`config.mk`:
```
export PLATFORM = sky130hd
export DESIGN_NAME = mwm_queue
export DESIGN_NICKNAME = d
export VERILOG_FILES = /design/src/hdl/mwm_pkg.sv /design/src/hdl/mwm_queue.sv
export SDC_FILE = /design/constraint.sdc
export NUM_CORES = 1
export LEC_CHECK = 0
export ABC_AREA = 1
export BUFFER_PORTS_ARGS = -buffer_cell sky130_fd_sc_hd__buf_4
export CORE_UTILIZATION = 35
export CTS_CLUSTER_DIAMETER = 30
export DETAILED_ROUTE_END_ITERATION = 8
export HOLD_SLACK_MARGIN = 0.02
export SLEW_MARGIN = 20
export SYNTH_ARGS = -nofsm -noshare
export SYNTH_HDL_FRONTEND = slang
export SYNTH_SLANG_ARGS = --single-unit
```
`constraint.sdc`:
```
create_clock -name clk -period 5.98 [get_ports clk]
set_input_delay 0.299 -clock clk [delete_from_list [all_inputs] [get_ports clk]]
set_output_delay 0.299 -clock clk [all_outputs]
set_load 0.01 [all_outputs]
```
`src/hdl/mwm_pkg.sv`:
```
// Shared types, constants and register codes for the mecanum wheel mixer.
`default_nettype none
package mwm_pkg;
	localparam int CfgIdxW = 3;
	localparam int QueueDepthDef = 4;

	typedef enum logic [CfgIdxW-1:0] {
		REG_LIMIT_SIDEWAYS = 3'd0,
		REG_LIMIT_FORWARD  = 3'd1,
		REG_LIMIT_ROTATION = 3'd2,
		REG_ROTATE_GAIN    = 3'd3,
		REG_RPM_GAIN       = 3'd4,
		REG_WHEEL_LIMIT    = 3'd5
	} reg_idx_t;

	localparam logic [14:0] RstLimitSideways = 15'd3000;
	localparam logic [14:0] RstLimitForward  = 15'd3000;
	localparam logic [14:0] RstLimitRotation = 15'd300;
	localparam logic [15:0] RstRotateGain    = 16'd1787;
	localparam logic [15:0] RstRpmGain       = 16'd433;
	localparam logic [14:0] RstWheelLimit    = 15'd8500;

	// one mixed command waiting for the limiter
	typedef struct packed {
		logic signed [3:0][15:0] wheel;
		logic [15:0]             maxabs;
		logic [14:0]             limit;
	} mix_item_t;

	// divider control word travelling with each lane
	typedef struct packed {
		logic        scale;
		logic        neg;
		logic [15:0] divisor;
	} div_ctl_t;
endpackage
`default_nettype wire

```
`src/hdl/mwm_queue.sv`:
```
// Short queue between the mixer front and the limiter back.
`default_nettype none
module mwm_queue #(
	parameter int Depth = mwm_pkg::QueueDepthDef
) (
	input  wire logic          clk,
	input  wire logic          arst_n,
	input  wire logic          wr_valid,
	output logic               wr_ready,
	input  wire mwm_pkg::mix_item_t wr_item,
	output logic               rd_valid,
	input  wire logic          rd_ready,
	output mwm_pkg::mix_item_t rd_item
);
	import mwm_pkg::*;
	localparam int AW = (Depth > 1) ? $clog2(Depth) : 1;

	mix_item_t mem_q [Depth];
	logic [AW-1:0] wp_q, rp_q;
	logic [AW:0] cnt_q;
	logic wr, rd;

	assign wr_ready = cnt_q != (AW+1)'(Depth);
	assign rd_valid = cnt_q != '0;
	assign wr = wr_valid && wr_ready;
	assign rd = rd_valid && rd_ready;
	assign rd_item = mem_q[rp_q];

	function automatic logic [AW-1:0] nxt(input logic [AW-1:0] p);
		return (p == AW'(Depth - 1)) ? '0 : p + 1'b1;
	endfunction

	always_ff @(posedge clk or negedge arst_n) begin
		if (!arst_n) begin
			wp_q <= '0; rp_q <= '0; cnt_q <= '0;
		end else begin
			if (wr) wp_q <= nxt(wp_q);
			if (rd) rp_q <= nxt(rp_q);
			if (wr && !rd) cnt_q <= cnt_q + 1'b1;
			else if (rd && !wr) cnt_q <= cnt_q - 1'b1;
		end
	end

	always_ff @(posedge clk) begin
		if (wr) mem_q[wp_q] <= wr_item;
	end
endmodule
`default_nettype wire

```
==> metrics.yaml <==
layout_setup_ws_ps: 2590
vias_per_cell: 4.52
cts_tree: "done"
grt_pass1_wl_um: 53100
synth_cells: 1168
fin_crit_ps: 3390
hpwl_um: 18300
worst_hold_path_type: "primary input to asynchronous set/reset pin"
ys_types: 18
crit_chain: "inv_4, buf_4, o211ai_1, nand2_1, buf_4"
post-route-cell-area_sq_mm: 0.0212
power.density_mw_per_mm2: 532
async_flop_share_pct: 1.81
final_util_pct: 47.8
worst_ep_required_time_ps: 5680
cts_buffers: 83
drt_pre_antenna_iters: 5
synth.top_cell.area_share_pct: 72.5
fmax_mhz: 295
drv_slew: 0
grt_overflow_total: 0
drv_cap: 0
drt_iter0_markers: 531
grt_antenna_before_repair: 3
timing.hold.ws_ps: 84.5
grt_pass1_vias: 9832
cts_buffer_depth: 3
power_mw: 11.3
drc_errors: 0
critPathSlowestCell: "inv_4"
status: "finished, final reports clean"
yosys_warnings: 0
critPathKind: "register to output pin"
avgSynthCellArea_sq_um: 13.5
final_nets: 1599
die_h_um: 214
seq_area_frac_synth_pct: 73.6
cts_sinks: 387
cts_root_buf: "clkbuf_16"
die_w_um: 214
worstSetupEndpointType: "output pin"
dp_slack_ps: 3140
yosys_register_bits: 387
dpl.cell_count: 1902
start_util_pct: 35.5
hold_viol_final: 0
num_vias: 9755
cp_slowest_stage_delay_ps: 790
post_route_cells_drive_above_1_share_pct: 22.5
fin_cells: 2156
synth_most_common_cell: "edfxtp_1"
die-area_sq_mm: 0.0458
p_leak_nw: 8.41
cts-htree-levels: 3
rows: 77
totalWireLength_um: 33800
syn_area_sq_mm: 0.0157
cp.arrival_ps: 3090
synth_nets: 1274
grt_usage_pct: 14.9
synth_top_area_cell: "edfxtp_1"
post_drt_wl_per_cell_um: 15.7
setup_tns_ps: 0
synth_common_cells: "edfxtp_1, nand2_1, inv_1"
tightest_slew_ps: 1130
detail-route-antenna-nets: 0
postCtsSetupBuffers: 0
area_delta_synth_final_pct: 34.7
design.core.area_sq_mm: 0.0443
rsz0062_at_grt: "no"
synthTopCellsByArea: "edfxtp_1, o211ai_1, nand2_1"
path_clk_slew_ps: 40
fin_crit_sh_pct: 56.7
crit_family: "buffers and inverters"
cpMostUsedCell: "buf_4"
crit_start: "rp_q[1]$_DFFE_PN0P_"
grt_max_degree: 225
slew_headroom_pct: 24.4
final-setup-viol-count: 0
r2r_start: "cnt_q[0]$_DFFE_PN0P_"
worstSkewPairLatency_ps: 590
place_area_sq_mm: 0.0175
io_buffer_count: 195
gp_congestion: 0.734
vdd_drop_max_uv: 502
cp-start-kind: "register"
synth_edf_count: 380
critPathBufInv: 3
crit_fanout: 62
synth_ff_type: "edfxtp_1"
boundaryPins: 196
skew_ps: 17.8
[layout make-up]
type	instances	area, sq um
Multi-Input combinational cell	513	2820
Timing Repair Buffer	304	2560
Clock buffer	99	2180
Fill cell	3870	23100
Inverter	204	768
Clock inverter	55	534
Sequential cell	387	11600
Antenna cell	2	5.00
Tap cell	592	741
[registers in the layout (all words and copies together), names as in the netlist]
| signal | count |
|---|---|
| mem_q | 380 |
| cnt_q | 3 |
| rp_q | 2 |
| wp_q | 2 |
[power breakdown]
part | total [mW] | internal, mW | leakage (nW) | switching, mW
Sequential | 3.76 | 3.58 | 3.56 | 0.185
Combinational | 3.20 | 1.24 | 3.55 | 1.96
Clock | 4.32 | 2.90 | 1.30 | 1.42
Total | 11.3 | 7.72 | 8.41 | 3.56
[kinds of logic after synthesis]
family	share of synthesized area, %
buffers and inverters	8.70
adder cells (fa/ha/maj)	0.604
XOR/XNOR	0.0556
AO/OA/AOI/OAI	9.47
AND/OR/NAND/NOR	7.56
flip-flops	73.6
[worst reg2reg max path: stages (launching register included)]
cell,delay [ps]
dfrtp_1,400
inv_1,80
nand3_1,150
nand2_1,300
nor2_4,530
buf_4,670
[final timing paths]
check / slack [ps] / cells after the start / endpoint
worst max-delay path: 2590 / 5 / rd_item[81]
worst min-delay path: 80 / 2 / cnt_q[1]$_DFFE_PN0P_
worst max register to register: 3400 / 5 / mem_q[1][32]$_DFFE_PP_
worst min register to register: 540 / 2 / cnt_q[2]$_DFFE_PN0P_
max in group asynchronous: 5760 / 2 / rp_q[0]$_DFFE_PN0P_
min in group clk: 450 / 2 / mem_q[2][40]$_DFFE_PP_
[placed cells by master (no fill, tap or decap), types with 3 or more instances in the layout]
cell           count
dlygate4sd3_1     98
inv_1            203
ha_1               6
nand2_1          300
inv_6              9
bufinv_16          7
dfrtp_1            5
o211ai_1         178
buf_12             3
clkinv_2           9
clkinvlp_4        10
clkbuf_16         85
clkinv_4           5
nor2_4             4
clkbuf_1          14
edfxtp_1         380
clkinv_1          13
nand3_1            7
buf_4            203
o211ai_2          12
[what timing repair did]
item	CTS	global route
hold endpoints to repair	391	0
resized for setup	0	0
hold buffers	98	0
[metal layers]
metal	track usage [%]	up-vias	wire, um
met4	5.60	2	645
met1	18.4	4674	14700
met2	23.7	276	15900
met5	0	-	9
met3	5.63	52	2530
li1	-	4751	-
(Power assumes the default switching activity.)
